## src/hw/rtl/sem_pkg.sv

```systemverilog
// Shared types and constants for the Sobel edge magnitude block.
// Used by the front end, the gradient queue and the magnitude back end.
// No dependencies.
`default_nettype none

package sem_pkg;

   // Fixed field widths
   localparam int PIXEL_BITS   = 8;
   localparam int DIM_BITS     = 12;
   localparam int COL_OUT_BITS = 11;
   localparam int GRAD_BITS    = 11;
   localparam int WSUM_BITS    = 10;
   localparam int PROD_BITS    = 20;
   localparam int ROOT_BITS    = 16;

   // Gradient queue
   localparam int QUEUE_DEPTH    = 4;
   localparam int QUEUE_PTR_BITS = $clog2(QUEUE_DEPTH);

   // Register reset values and limits
   localparam logic [DIM_BITS-1:0]   WIDTH_RESET  = 12'd640;
   localparam logic [DIM_BITS-1:0]   HEIGHT_RESET = 12'd480;
   localparam logic [DIM_BITS-1:0]   MIN_DIM      = 12'd3;
   localparam logic [PIXEL_BITS-1:0] MAG_LIMIT    = 8'd255;
   localparam logic [ROOT_BITS-1:0]  MAG_LIMIT_SQ = 16'd65025;

   // Register indexes
   typedef enum logic {
      CSR_FRAME_WIDTH  = 1'b0,
      CSR_FRAME_HEIGHT = 1'b1
   } csr_index_type;

   // One gradient pair with the centre position, front to back
   typedef struct packed {
      logic signed [GRAD_BITS-1:0] gx;
      logic signed [GRAD_BITS-1:0] gy;
      logic [DIM_BITS-1:0]         row;
      logic [COL_OUT_BITS-1:0]     col;
      logic                        last;
   } grad_entry_type;

endpackage

`default_nettype wire

```

## src/hw/rtl/sem_back.sv

```systemverilog
// Back end: squares the gradients, clamps, and takes an 8-bit integer
// square root one result bit per cycle. Holds the result until taken.
// Depends on sem_pkg.
`default_nettype none

module sem_back
   import sem_pkg::*;
(
   input  wire logic                   clock,
   input  wire logic                   reset,
   input  wire logic                   pop_valid,
   output logic                        pop_ready,
   input  wire grad_entry_type         pop_entry,
   output logic                        rsp_valid,
   input  wire logic                   rsp_ready,
   output logic [PIXEL_BITS-1:0]       edge_magnitude,
   output logic [DIM_BITS-1:0]         centre_row,
   output logic [COL_OUT_BITS-1:0]     centre_col,
   output logic                        frame_done
);

   typedef enum logic [1:0] {
      B_IDLE,
      B_SUM,
      B_ROOT,
      B_OUT
   } back_state_type;

   back_state_type             state_ff;
   logic [PROD_BITS-1:0]       prod_x_ff, prod_y_ff;
   logic [DIM_BITS-1:0]        row_ff;
   logic [COL_OUT_BITS-1:0]    col_ff;
   logic                       last_ff;
   logic [ROOT_BITS-1:0]       rem_ff, rem_in;
   logic [ROOT_BITS-1:0]       root_ff, root_in;
   logic [2:0]                 step_ff;
   logic [PIXEL_BITS-1:0]      mag_ff;

   logic signed [2*GRAD_BITS-1:0] sq_x, sq_y;
   logic [PROD_BITS:0]         sum_sq;
   logic [ROOT_BITS-1:0]       bit_mask;
   logic [ROOT_BITS:0]         trial;

   assign pop_ready = (state_ff == B_IDLE);

   assign sq_x   = $signed(pop_entry.gx) * $signed(pop_entry.gx);
   assign sq_y   = $signed(pop_entry.gy) * $signed(pop_entry.gy);
   assign sum_sq = {1'b0, prod_x_ff} + {1'b0, prod_y_ff};

   // One restoring square-root step
   always_comb begin
      bit_mask = ROOT_BITS'(1) << {step_ff, 1'b0};
      trial    = {1'b0, root_ff} + {1'b0, bit_mask};
      if ({1'b0, rem_ff} >= trial) begin
         rem_in  = rem_ff - trial[ROOT_BITS-1:0];
         root_in = (root_ff >> 1) + bit_mask;
      end else begin
         rem_in  = rem_ff;
         root_in = root_ff >> 1;
      end
   end

   assign rsp_valid      = (state_ff == B_OUT);
   assign edge_magnitude = mag_ff;
   assign centre_row     = row_ff;
   assign centre_col     = col_ff;
   assign frame_done     = last_ff;

   // Sequencer and result register
   always_ff @(posedge clock) begin
      if (reset) begin
         state_ff <= B_IDLE;
      end else begin
         case (state_ff)
            B_IDLE: begin
               if (pop_valid) begin
                  state_ff <= B_SUM;
               end
            end
            B_SUM: begin
               if (sum_sq >= (PROD_BITS + 1)'(MAG_LIMIT_SQ)) begin
                  state_ff <= B_OUT;
               end else begin
                  state_ff <= B_ROOT;
               end
            end
            B_ROOT: begin
               if (step_ff == 3'd0) begin
                  state_ff <= B_OUT;
               end
            end
            B_OUT: begin
               if (rsp_ready) begin
                  state_ff <= B_IDLE;
               end
            end
            default: state_ff <= B_IDLE;
         endcase
      end
   end

   // Datapath
   always_ff @(posedge clock) begin
      case (state_ff)
         B_IDLE: begin
            if (pop_valid) begin
               prod_x_ff <= sq_x[PROD_BITS-1:0];
               prod_y_ff <= sq_y[PROD_BITS-1:0];
               row_ff    <= pop_entry.row;
               col_ff    <= pop_entry.col;
               last_ff   <= pop_entry.last;
            end
         end
         B_SUM: begin
            mag_ff  <= MAG_LIMIT;
            rem_ff  <= sum_sq[ROOT_BITS-1:0];
            root_ff <= '0;
            step_ff <= 3'd7;
         end
         B_ROOT: begin
            rem_ff  <= rem_in;
            root_ff <= root_in;
            step_ff <= step_ff - 3'd1;
            if (step_ff == 3'd0) begin
               mag_ff <= root_in[PIXEL_BITS-1:0];
            end
         end
         default: ;
      endcase
   end

   a_root_ends: assert property (@(posedge clock) disable iff (reset)
      (state_ff == B_ROOT) && (step_ff == 3'd0) |=> rsp_valid)
      else $error("square root did not finish after its last step");

endmodule

`default_nettype wire

```

## config.mk

```make
export PLATFORM = sky130hd
export DESIGN_NAME = sem_back
export DESIGN_NICKNAME = d
export VERILOG_FILES = /design/src/hw/rtl/sem_pkg.sv /design/src/hw/rtl/sem_back.sv
export SDC_FILE = /design/constraint.sdc
export NUM_CORES = 1
export LEC_CHECK = 0
export ABC_AREA = 1
export ABC_CLOCK_PERIOD_IN_PS = 5400
export CORE_UTILIZATION = 55
export DETAILED_ROUTE_END_ITERATION = 16
export DONT_BUFFER_PORTS = 1
export GPL_TIMING_DRIVEN = 0
export PLACE_DENSITY_LB_ADDON = 0.05
export SYNTH_ARGS = -nofsm -noshare
export SYNTH_HDL_FRONTEND = slang
export SYNTH_SLANG_ARGS = --single-unit
```

## constraint.sdc

```tcl
create_clock -name clock -period 5.4 [get_ports clock]
set_clock_uncertainty 0.2 [all_clocks]
set_input_delay 0.27 -clock clock [delete_from_list [all_inputs] [get_ports clock]]
set_output_delay 0.27 -clock clock [all_outputs]
set_load 0.005 [all_outputs]
```

==> flow_metrics.env <==
export IMPL_worst_slack_ns=0.2723
export IMPL_drc=0
export IMPL_crit_fanout=10
export IMPL_grt_usage_pct=24.30
export IMPL_tightest_slew_ns=1.020
export IMPL_critPathSlowestCell="fa_2"
export IMPL_drive_above_1_share_pct=4.754
export IMPL_critPathKind="primary input to flop"
export IMPL_finalHoldViolCount=0
export IMPL_clock_sinks=107
export IMPL_syn_to_final_growth_pct=7.207
export IMPL_vias_per_cell=5.076
export IMPL_whs_ns=0.03894
export IMPL_nets=2213
export IMPL_die_width_um=167.2
export IMPL_intPower_mw=5.203
export IMPL_synth_top_area_cell="fa_1"
export IMPL_grt_util_met2_pct=45.92
export IMPL_grt_pass1_wl_mm=54.45
export IMPL_ys_types=50
export IMPL_core_area_um2=26880
export IMPL_use_met3_pct=2.316
export IMPL_slew_headroom_pct=31.99
export IMPL_critical_path_max_stage_delay_ns=0.63
export IMPL_synthCells=1783
export IMPL_crit_path_end_kind="flop"
export IMPL_antenna_cells=0
export IMPL_start_util_pct=55.87
export IMPL_htree_num_levels=3
export IMPL_avgSynthCellArea_um2=8.422
export IMPL_clk_pin_slew_ns=0.09
export IMPL_status="finished clean"
export IMPL_path_cells="clkbuf_2 -> nand2_2 -> inv_1 -> fa_2 -> inv_1 -> fa_1 -> inv_1 -> fa_1 -> fa_1 -> inv_1 -> fa_1 -> inv_1 -> ha_1 -> a21oi_1 -> o21ai_0 -> a21oi_1 -> o21ai_1 -> a21o_1 -> a21oi_1 -> xor2_1"
export IMPL_p_clk_share_pct=6.4
export IMPL_dr_pass1_iters=5
export IMPL_ys_seq_elements=107
export IMPL_yosys_top_cells_count="inv_1 (460), nand2_1 (373), fa_1 (188)"
export IMPL_detail_route_antenna_nets=0
export IMPL_io_buffer_count=0
export IMPL_clockRootBuffer="clkbuf_16"
export IMPL_finalCritPeriodShare_pct=94.96
export IMPL_dpl_hpwl_mm=26.81
export IMPL_fin_setup_tns_ns=0
export IMPL_max_vdd_ir_drop_mv=0.3508
export IMPL_start_kind="primary input"
export IMPL_antenna_found_initial=0
export IMPL_synth_edf_count=105
export IMPL_setup_viol=0
export IMPL_p_seq_share_pct=18.2
export IMPL_yosys_top_cells_area="fa_1 (25%), edfxtp_1 (21%), ha_1 (12%), inv_1 (11%), nand2_1 (9.3%)"
export IMPL_die_height_um=167.2
export IMPL_maxSlewViolCount=0
export IMPL_postSynth_topFlopCell="edfxtp_1"
export IMPL_regArea_um2=3193
export IMPL_cp_common_cell="inv_1"
export IMPL_cap_violations=0
export IMPL_pin_count=84
export IMPL_tritoncts="yes"
export IMPL_grt_pass1_vias=11490
export IMPL_clk_latency_ns=0.38
export IMPL_drt_iter0_markers=567
export IMPL_numCtsBuffers=9
export IMPL_p_sw_share_pct=52.02
export IMPL_syn_area_um2=15020
export IMPL_p_leak_nw=8.475
export IMPL_gp_congestion=0.8932
export IMPL_overflow=0
export IMPL_clockBufferDepth=2
export IMPL_comb_power_share_pct=75.4
export IMPL_synth_nets=2171
export IMPL_crit_arrival_ns=5.12
export IMPL_yosysSeqAreaShare_pct=21.26
export IMPL_synth_most_common_cell="inv_1"
export IMPL_rsz0062_at_grt="no"
export IMPL_met1_usage_pct=29.83
export IMPL_hp_class="primary input to flop"
export IMPL_max_freq_mhz=195.0
export IMPL_routedWlPerCell_um=14.59
export IMPL_required_ns=5.39
export IMPL_multiInputGateArea_um2=9927
export IMPL_synth_top_cell_area_share_pct=25.06
export IMPL_wl_mm=31.68
export IMPL_rows=60
export IMPL_pre_cts_slack_ns=-0.4283
export IMPL_p_per_area_nw_per_um2=673.6
export IMPL_period_needed_ns=5.128
export IMPL_yosys_warnings=0
export IMPL_grt_max_degree=38
export IMPL_num_fill_cells=2496
export IMPL_ys_async_sr_fraction_pct=0
export IMPL_vias=11020
export IMPL_die_area_um2=27970
export IMPL_power_switching_mw=5.640
export IMPL_grt_busiest_layer="met2"
==> per-stage QoR <==
step,cells,utilization (%),instance area [um2],power (mW)
detailed placement,2126,57.60,15480,10.18
CTS,2169,59.76,16060,10.93
global placement,2124,57.46,15440,10.04
floorplan,1783,-,15020,8.325
finish,2171,59.90,16100,10.84
global route,2171,59.90,16100,12.20
==> registers in the layout, indices dropped and copies added (netlist names) <==
name            cells
prod_y_ff          19
edge_magnitude      8
centre_col         11
frame_done          1
step_ff             3
root_ff            16
prod_x_ff          19
state_ff            2
rem_ff             16
centre_row         12
==> final timing paths <==
kind,slack (ns),endpoint,cells after the start,startpoint
max,0.27,prod_y_ff[19]$_DFFE_PP_,20,pop_entry[26]
min reg2reg,0.37,state_ff[1]$_SDFFE_PP0P_,2,state_ff[1]$_SDFFE_PP0P_
max reg2reg,0.69,rem_ff[15]$_DFFE_PP_,26,step_ff[0]$_SDFFCE_PP1P_
min,0.04,state_ff[1]$_SDFFE_PP0P_,4,pop_valid
==> cell usage in the layout (no fill, tap or decap), types with 5 or more instances in the layout <==
master and count:
inv_1 459, nand2_1 372, fa_1 187, ha_1 150, edfxtp_1 105, a21oi_1 81
nor2_1 80, nand3_1 56, xor2_1 53, xnor2_1 47, o21ai_0 35, dlygate4sd3_1 27
clkbuf_1 18, clkbuf_2 11, nand2_2 11, nand4_1 11, o21ai_1 10, clkbuf_16 9
or2_2 7, nor3_1 7, a31oi_1 7, nand4_2 7, nand3b_1 6, a21oi_2 6
o21bai_1 5
==> kinds of logic (layout without fill, tap and decap cells) <==
family	count (synthesis)	count (layout)	synth area share (%)
simple gates	570	570	16.30
buf+inv	501	548	12.71
fa+ha+maj	338	338	37.56
flops	107	107	21.26
compound gates	166	166	6.266
mux	1	1	0.06666
xor+xnor	100	100	5.833
==> per-layer routing <==
metal  vias up  share of wire, %  wire length [um]
li1       5544                 -                 -
met1      5314                43             13620
met5         -                 0                 0
met3        28               2.0               644
met4         0               1.5               466
met2       135                54             16950
==> layout make-up <==
cell class | count | share of cell area (%)
buffer | 35 | 1.065
clock buffer | 9 | 1.399
clock inverter | 7 | 0.5208
inverter | 466 | 10.87
multi-input combinational | 1175 | 61.67
sequential | 107 | 19.84
tap | 341 | 2.650
timing repair buffer | 31 | 1.990
==> power by group through the flow <==
stage          Sequential (mW)  Clock, mW  Combinational [mW]
2_1_floorplan             1.87          0                6.45
3_3_place_gp              2.00          0                8.04
3_5_place_dp              1.99          0                8.18
4_1_cts                   1.98      0.707                8.25
5_1_grt                   2.00      0.737                9.46
6_report                  1.97      0.696                8.18
==> critical path, delay by kind of cell <==
family                   cells  cell delay [ns]
XOR/XNOR                     1             0.22
adder cells (fa/ha/maj)      6             3.06
buffers and inverters        6             0.54
AO/OA/AOI/OAI                6             0.86
AND/OR/NAND/NOR              1             0.14
==> what timing repair did <==
action                                  4_1_cts  5_1_grt
hold buffers                                 27        0
buffers inserted                              0        2
resized for setup                             1       25
pin swaps                                     0        1
gates cloned                                  0        0
hold endpoints to repair                     28        0
endpoints found under the setup margin        1        5
(Power assumes the default switching activity.)
