===== src/hw/rtl/sem_pkg.sv =====
// Shared types and constants for the Sobel edge magnitude block.
// Used by the front end, the gradient queue and the magnitude back end.
// No dependencies.
`default_nettype none

package sem_pkg;

   // Fixed field widths
   localparam int PIXEL_BITS   = 8;
   localparam int DIM_BITS     = 12;
   localparam int COL_OUT_BITS = 11;
   localparam int GRAD_BITS    = 11;
   localparam int WSUM_BITS    = 10;
   localparam int PROD_BITS    = 20;
   localparam int ROOT_BITS    = 16;

   // Gradient queue
   localparam int QUEUE_DEPTH    = 4;
   localparam int QUEUE_PTR_BITS = $clog2(QUEUE_DEPTH);

   // Register reset values and limits
   localparam logic [DIM_BITS-1:0]   WIDTH_RESET  = 12'd640;
   localparam logic [DIM_BITS-1:0]   HEIGHT_RESET = 12'd480;
   localparam logic [DIM_BITS-1:0]   MIN_DIM      = 12'd3;
   localparam logic [PIXEL_BITS-1:0] MAG_LIMIT    = 8'd255;
   localparam logic [ROOT_BITS-1:0]  MAG_LIMIT_SQ = 16'd65025;

   // Register indexes
   typedef enum logic {
      CSR_FRAME_WIDTH  = 1'b0,
      CSR_FRAME_HEIGHT = 1'b1
   } csr_index_type;

   // One gradient pair with the centre position, front to back
   typedef struct packed {
      logic signed [GRAD_BITS-1:0] gx;
      logic signed [GRAD_BITS-1:0] gy;
      logic [DIM_BITS-1:0]         row;
      logic [COL_OUT_BITS-1:0]     col;
      logic                        last;
   } grad_entry_type;

endpackage

`default_nettype wire


===== src/hw/rtl/sem_fifo.sv =====
// Short gradient queue between front and back end.
// Depends on sem_pkg.
`default_nettype none

module sem_fifo
   import sem_pkg::*;
(
   input  wire logic            clock,
   input  wire logic            reset,
   input  wire logic            push_valid,
   input  wire grad_entry_type  push_entry,
   output logic                 can_push,
   output logic                 pop_valid,
   input  wire logic            pop_ready,
   output grad_entry_type       pop_entry
);

   grad_entry_type              slot_ff [QUEUE_DEPTH];
   logic [QUEUE_PTR_BITS-1:0]   wr_ptr_ff;
   logic [QUEUE_PTR_BITS-1:0]   rd_ptr_ff;
   logic [QUEUE_PTR_BITS:0]     count_ff;
   logic                        pop;

   assign can_push  = (count_ff < (QUEUE_PTR_BITS + 1)'(QUEUE_DEPTH));
   assign pop_valid = (count_ff != '0);
   assign pop       = pop_valid & pop_ready;
   assign pop_entry = slot_ff[rd_ptr_ff];

   // Pointers and fill level
   always_ff @(posedge clock) begin
      if (reset) begin
         wr_ptr_ff <= '0;
         rd_ptr_ff <= '0;
         count_ff  <= '0;
      end else begin
         if (push_valid) begin
            wr_ptr_ff <= wr_ptr_ff + QUEUE_PTR_BITS'(1);
         end
         if (pop) begin
            rd_ptr_ff <= rd_ptr_ff + QUEUE_PTR_BITS'(1);
         end
         case ({push_valid, pop})
            2'b10:   count_ff <= count_ff + (QUEUE_PTR_BITS + 1)'(1);
            2'b01:   count_ff <= count_ff - (QUEUE_PTR_BITS + 1)'(1);
            default: count_ff <= count_ff;
         endcase
      end
   end

   // Storage
   always_ff @(posedge clock) begin
      if (push_valid) begin
         slot_ff[wr_ptr_ff] <= push_entry;
      end
   end

   a_no_overflow: assert property (@(posedge clock) disable iff (reset)
      push_valid |-> (count_ff < (QUEUE_PTR_BITS + 1)'(QUEUE_DEPTH)) || pop)
      else $error("gradient queue written while full");

   a_level_bound: assert property (@(posedge clock) disable iff (reset)
      count_ff <= (QUEUE_PTR_BITS + 1)'(QUEUE_DEPTH))
      else $error("gradient queue level out of range");

endmodule

`default_nettype wire


===== config.mk =====
export PLATFORM = sky130hd
export DESIGN_NAME = sem_fifo
export DESIGN_NICKNAME = d
export VERILOG_FILES = /design/src/hw/rtl/sem_pkg.sv /design/src/hw/rtl/sem_fifo.sv
export SDC_FILE = /design/constraint.sdc
export NUM_CORES = 1
export LEC_CHECK = 0
export BUFFER_PORTS_ARGS = -buffer_cell sky130_fd_sc_hd__buf_2
export CAP_MARGIN = 20
export CORE_MARGIN = 8
export CORE_UTILIZATION = 64
export CTS_BUF_LIST = sky130_fd_sc_hd__clkbuf_8
export DETAILED_ROUTE_END_ITERATION = 8
export PLACE_DENSITY_LB_ADDON = 0.2
export SETUP_SLACK_MARGIN = 0.2
export SYNTH_ARGS = -nofsm -noshare
export SYNTH_HDL_FRONTEND = slang
export SYNTH_SLANG_ARGS = --single-unit

===== constraint.sdc =====
create_clock -name clock -period 3.9 [get_ports clock]
set_input_delay 0.39 -clock clock [delete_from_list [all_inputs] [get_ports clock]]
set_output_delay 0.39 -clock clock [all_outputs]
set_load 0.02 [all_outputs]

==> results.txt, run 1 <==
- The most used flip-flop cell after synthesis is edfxtp_1.
* Arrival @ worst endpoint: 2240 ps
* Required time reported for the critical path endpoint: 3510 ps
- TritonCTS clock tree: yes
- After synthesis the cells add up to 0.00715 sq mm.
* Syn_area_per_cell: 24.8 sq um
* Synth top area share: 0.773
* Most used standard cell by instance count after synthesis: edfxtp_1
* CTS Hold Bufs: 0
- Layout cells sized above 1: 0.434
* Number of standard cells in the final layout excluding fillers: 552
- Site row count: 38
* Overall via count from detail_route: 3,213
- For this run, the number of Yosys warnings is 0.
* Outcome: completed
* Overall die width: 122 um
* Maximum fanout encountered on the critical timing path: 46
- The initial antenna violation count is 1.
- In this run the deepest clock path goes through 2 buffers.
- Cell area after placement: 0.00774 sq mm
- The largest single stage delay on the critical path is 960 ps.
- Fill cell total of the finished layout: 616
* Clock period minus final worst setup slack: 2630 ps
- The first global-routing pass estimated 18,500 um of wire.
- Unrepaired setup endpoints after global routing: no
* Slew Limit Fails: 0
* Worst-case headroom to the max-slew limit: 0.397
* Power per cell area: 586 mW/mm^2
* Accumulated negative setup slack: 0 ps
- Worst Hold Path Cells: 1
- DRC violation total after the first TritonRoute iteration: 338
- The total overflow left after global routing is 0.
- Static power due to leakage: 0.00278 uW
* Number of cell instances on the worst register-to-register path: 4
- The root buffer cell chosen for the clock tree is clkbuf_8.
- Placed Cells: 520
- Number of buffers added for setup after CTS: 0
- Synth area leader: edfxtp_1
- Height of the die: 122 um
- CORE AREA: 0.0109 sq mm
- In this run the count of I/O pins placed on the die edge is 98.
* Synthesized netlist net count: 344
* Post-synth ARST share: 0
* Total routed wirelength: 12,000 um
* Post-synth cell types: 23
- Yosys attributes the largest share of cell area to edfxtp_1 (77%), mux4_2 (13%), dfxtp_1 (2.5%).
* Die Area: 0.0148 sq mm
- Clock latency on the worst-skew pair, taken at its later pin, is 430 ps.
- From synthesis to final layout, the design area changed by 14.5%.
- At the end of the flow, the number of nets in the layout was 455.
* Min-delay worst type: in -> reg
- Gates resized during post-CTS repair numbered 0.
- Of the synthesized area, sequential elements account for 0.798.
- Maximum number of pins on one net before global-route repair: 47
- Crit path cell chain: mux4_1, buf_2
* Startpoint Class: flip-flop
- Final setup skew: 5.38 ps
* CTS sink cnt: 193
* Post-detailed-route wirelength per cell: 21.7 um
- Total CTS buffers: 17
* Starting utilization of the core area: 0.656
- Input and output buffers added on the ports amount to 97.
- Post-synthesis instance total: 288
- Yosys mapped a number of flops with a built-in enable equal to 184.
- For this run, the total global-route usage over all layers was measured as 0.169.
* DRC violations left: 0
* Slowest CP cell: dfxtp_4
- VDD sags by at most 0.305 mV.
- Via count of the first global-routing pass: 3,462
- The H-tree was split into 4 levels.
* Max Clock Freq: 380 MHz
- Worst-path clk slew: 90 ps
- Routability-driven placement finished with a final weighted congestion of 0.689.
* Share of the cycle needed by the critical path after routing: 0.674
- Number of flip-flops and latches in the synthesized netlist: 193
* Antenna violation net count after detailed routing: 0
- The worst setup path is captured at a primary output.
* FF+latch area: 0.00571 sq mm
- For this run, the detailed router's first-pass iteration total came to 4.
- Antenna fix cells: 0
- Final design instance area without fill: 0.00818 sq mm
* Final-report setup violation count: 0
- Transition time of the tightest slew-check pin: 904 ps
- Via/cell ratio: 5.82
* Kind of critical path: reg -> out
- Top post-synthesis cells by count: edfxtp_1 (184), mux4_2 (40), dfxtp_1 (9)
- The multi-input combinational cells in the finished layout cover a total of 0.00130 sq mm.
- Max-cap violations in this run came to 0.
- Number of failing hold endpoints at the final stage: 0
- After legalization and detailed placement, the total HPWL measured 7790 um.
==> stage by stage <==
stage	hold slack (ps)	setup slack (ps)	total power (uW)	utilization
after detailed placement	525	1680	3500	0.711
after CTS	135	1190	4840	0.751
after global placement	500	1640	3480	0.711
final	166	1270	4800	0.751
after global routing	137	1080	4990	0.751
after floorplan	480	1850	3260	-
==> flip-flops by register name (all words and copies together) (netlist names), named ones only <==
signal and flops:
slot_ff 184, count_ff 3, rd_ptr_ff 2, wr_ptr_ff 2
==> routing by layer <==
metal / global-route usage / routed length, um / vias up
li1: - / - / 1431
met1: 0.205 / 4950 / 1675
met2: 0.287 / 6250 / 91
met3: 0.0500 / 641 / 14
met4: 0.0571 / 153 / 2
met5: 0 / 13 / -
==> critical path: cells and delay by family, from the launching register on <==
kind                   cells  cell delay [ps]
buffers and inverters      1              180
flip-flops                 1              960
multiplexers               1              660
==> cell families after synthesis <==
kind of cell | synth area share
flops | 0.798
mux | 0.150
buf+inv | 0.0205
simple gates | 0.00928
fa+ha+maj | 0.0116
compound gates | 0.00455
xor+xnor | 0.00613
==> report_power, final <==
part           internal [uW]  switching [uW]  total, uW  leakage (uW)
logic                    426             460        886      0.000793
clock network            716             650       1370      0.000218
registers               2390             153       2540       0.00176
==> final timing paths <==
path | slack [ps] | startpoint | to
max | 1270 | flip-flop | pop_entry[33]
min reg2reg | 540 | count_ff[2] | count_ff[2]
max reg2reg | 1870 | wr_ptr_ff[0] | slot_ff[0][0]
min | 170 | push_entry[18] | slot_ff[2][18]
==> layout make-up <==
cell class	count	share of cell area
clock buffers	18	0.0303
clock inverters	14	0.0233
inverters	7	0.00321
multi-input cells	77	0.159
flip-flops and latches	193	0.698
well taps	140	0.0214
repair buffers	103	0.0649
==> cells in the final DEF (no fill, tap or decap), types with 2 or more instances in the layout <==
cell,Yosys,routed
buf_2,4,97
and2_2,0,4
clkbuf_8,0,18
a21oi_1,2,2
clkinvlp_4,0,3
dfxtp_1,9,7
inv_6,0,2
edfxtp_1,184,184
buf_4,0,6
clkinv_4,0,2
nor2_1,8,8
inv_1,7,9
bufinv_16,0,4
xor2_1,3,3
xnor2_1,2,2
mux4_1,6,6
mux4_2,40,40
ha_1,5,5
No activity file was read; power rests on OpenSTA's default activity.
==> run 2: changes to the inputs <==
--- a/config.mk
+++ b/config.mk
@@ -8,7 +8,7 @@
 export BUFFER_PORTS_ARGS = -buffer_cell sky130_fd_sc_hd__buf_2
 export CAP_MARGIN = 20
 export CORE_MARGIN = 8
-export CORE_UTILIZATION = 64
+export CORE_UTILIZATION = 53
 export CTS_BUF_LIST = sky130_fd_sc_hd__clkbuf_8
 export DETAILED_ROUTE_END_ITERATION = 8
 export PLACE_DENSITY_LB_ADDON = 0.2
==> constraint.sdc (replaced) <==
create_clock -name clock -period 2.4 [get_ports clock]
set_input_delay 0.24 -clock clock [delete_from_list [all_inputs] [get_ports clock]]
set_output_delay 0.24 -clock clock [all_outputs]
set_load 0.02 [all_outputs]
==> run 2 against run 1 <==
Effect of this change:
- largest power group unchanged
- critical endpoint is now pop_entry[34]
- flip-flop and latch count is the same
- hold slack lost 120 ps
- non-clock buffer count grew 55
- sequential share of layout area shrank 4.3 points
==> results.txt, run 2 (synthesized netlist as in run 1, its figures left out) <==
- Outcome: completed
* Regs by FF count: slot_ff x184, count_ff x3
- The worst setup path is launched from a flip-flop.
- The initial antenna violation count came to 0.
* Arrival @ worst endpoint: 1830 ps
- Overall die width: 132 um
- Min-delay worst type: in -> reg
- Worst-case headroom to the max-slew limit: 0.641
- Detailed-routing iteration count for the pre-antenna-repair pass: 4
* Height of the die: 132 um
- GRT Total Usage: 0.153
- Later-pin clock latency in the skew report: 450 ps
- Across the run, the number of max-cap violations was 0.
- The kind of cell with the highest combined delay along the critical path is multiplexers.
* Clock tree buffer depth: 2
- Slowest CP cell: mux4_1
* Worst-path clk slew: 90 ps
- Grt total ovfl: 0
* Cell area after placement: 0.00791 sq mm
* Clock root cell: clkbuf_8
- Counting both buffers and inverters, the worst setup path holds a total of 2.
* Site row count: 42
* Static power due to leakage: 0.00298 uW
* Slew Limit Fails: 0
- At the end of the flow, the number of nets in the layout was 510.
* Top-Level Pins: 98
* Max Clock Freq: 483 MHz
- Register containing the most flip-flops in the final layout: slot_ff
- CTS built an H-tree with a depth of 4.
- After detailed routing, the number of remaining DRC violations is 0.
- Of the cells placed in the final design, the portion with a size suffix greater than 1 is 0.396.
- After detailed routing, the total wire length is 12,700 um.
* Post-detailed-route wirelength per cell: 19.8 um
* TritonCTS clock tree: yes
* Die Area: 0.0175 sq mm
- Antenna violation net count after detailed routing: 0
- Worst setup margin: 329 ps
- Detailed placement finished with a half-perimeter wire length of 8140 um.
* Clock period minus final worst setup slack: 2070 ps
* Via/cell ratio: 5.21
- Dividing the final minimum period by the clock period gives 0.863.
* Total of buffers placed on input and output ports: 97
- The signal on the critical path passes through buf_12, mux4_1, buf_2.
- Hold slack: 41.4 ps
* Setup Slack @ Placement: 500 ps
- Compared with the post-synthesis result, the final layout area differs by 22.1%.
- IR analysis of the VDD net gives a maximum drop of 0.495 mV.
- In the layout the commonest cells are edfxtp_1 (184), buf_2 (97), dlygate4sd3_1 (45).
- Once layout is done, the placed cells without fillers occupy 0.00873 sq mm.
- Slowest cell delay on critical path: 590 ps
* DRC violation total after the first TritonRoute iteration: 210
- Routability-driven placement finished with a final weighted congestion of 0.687.
- For the final database, setup skew stands at 8.72 ps.
* Required time reported for the critical path endpoint: 2160 ps
- Kind of critical path: reg -> out
- The number of global-route vias before repair came to 3,689.
- For the pin with the worst max-slew slack, the measured transition is 538 ps.
* Maximum number of pins on one net before global-route repair: 35
- Leaving out fill and tap cells, the most frequent cell in the layout is edfxtp_1.
- Setup violations remaining at the end of the flow were counted as 0.
- Detailed routing inserted a total of 3,349 vias.
- Accumulated negative setup slack: 0 ps
- Max FFs per register: 184
- Unrepaired setup endpoints after global routing: no
- The initial utilization of the core area, before any placement, comes to 0.542.
- CTS sink cnt: 193
- Dividing total power by cell area gives a power density of 867 mW/mm^2.
- Element type at the critical path end: primary output
* Total CTS buffers: 17
* Number of failing hold endpoints at the final stage: 0
- Antenna fix cells: 0
- After floorplanning, the core was sized to cover 0.0132 sq mm.
* First-pass GRT wire length: 20,200 um
* Maximum fanout encountered on the critical timing path: 15
==> run 2: metal layers <==
layer  global-route usage  wire length (um)  vias to the layer above
li1                     -                 -                     1542
met5                    0                 0                        -
met1                0.191              5570                     1708
met2                0.246              6300                       82
met3               0.0446               617                       17
met4               0.0619               217                        0
==> run 2: path summary, 6_finish.rpt <==
check / startpoint / to / slack (ps) / cells past startpoint
hold reg to reg: rd_ptr_ff[1] / rd_ptr_ff[1] / 540 / 2
setup reg to reg: count_ff[0] / count_ff[2] / 460 / 7
setup / recovery: flip-flop / pop_entry[34] / 330 / 3
hold / removal: reset / flip-flop / 40 / 2
==> run 2: timing repair <==
action,CTS,global route
endpoints found under the setup margin,32,6
gates resized for setup,0,1
hold endpoints to repair,177,0
hold buffers,45,0
setup buffers,2,0
==> run 2: area by class of cell <==
class / count / area [sq um]
Multi-Input combinational cell: 77 / 1300
Fill cell: 909 / 4460
Timing Repair Buffer: 158 / 1130
Sequential cell: 193 / 5710
Tap cell: 176 / 220
Inverter: 7 / 26.3
Clock buffer: 17 / 234
Clock inverter: 15 / 103
==> run 2: where the power goes <==
group / leakage (uW) / internal [uW] / switching (uW)
Clock: 0.000166 / 788 / 1030
Sequential: 0.00177 / 3880 / 92.0
Combinational: 0.00105 / 829 / 941
Total: 0.00298 / 5500 / 2060
==> run 2: per-stage QoR <==
stage | total power [uW] | utilization | cells
finish | 7560 | 0.662 | 643
global route | 7900 | 0.662 | 643
CTS | 7650 | 0.661 | 643
detailed placement | 5770 | 0.600 | 564
global placement | 5740 | 0.600 | 564
floorplan | 5300 | - | 288
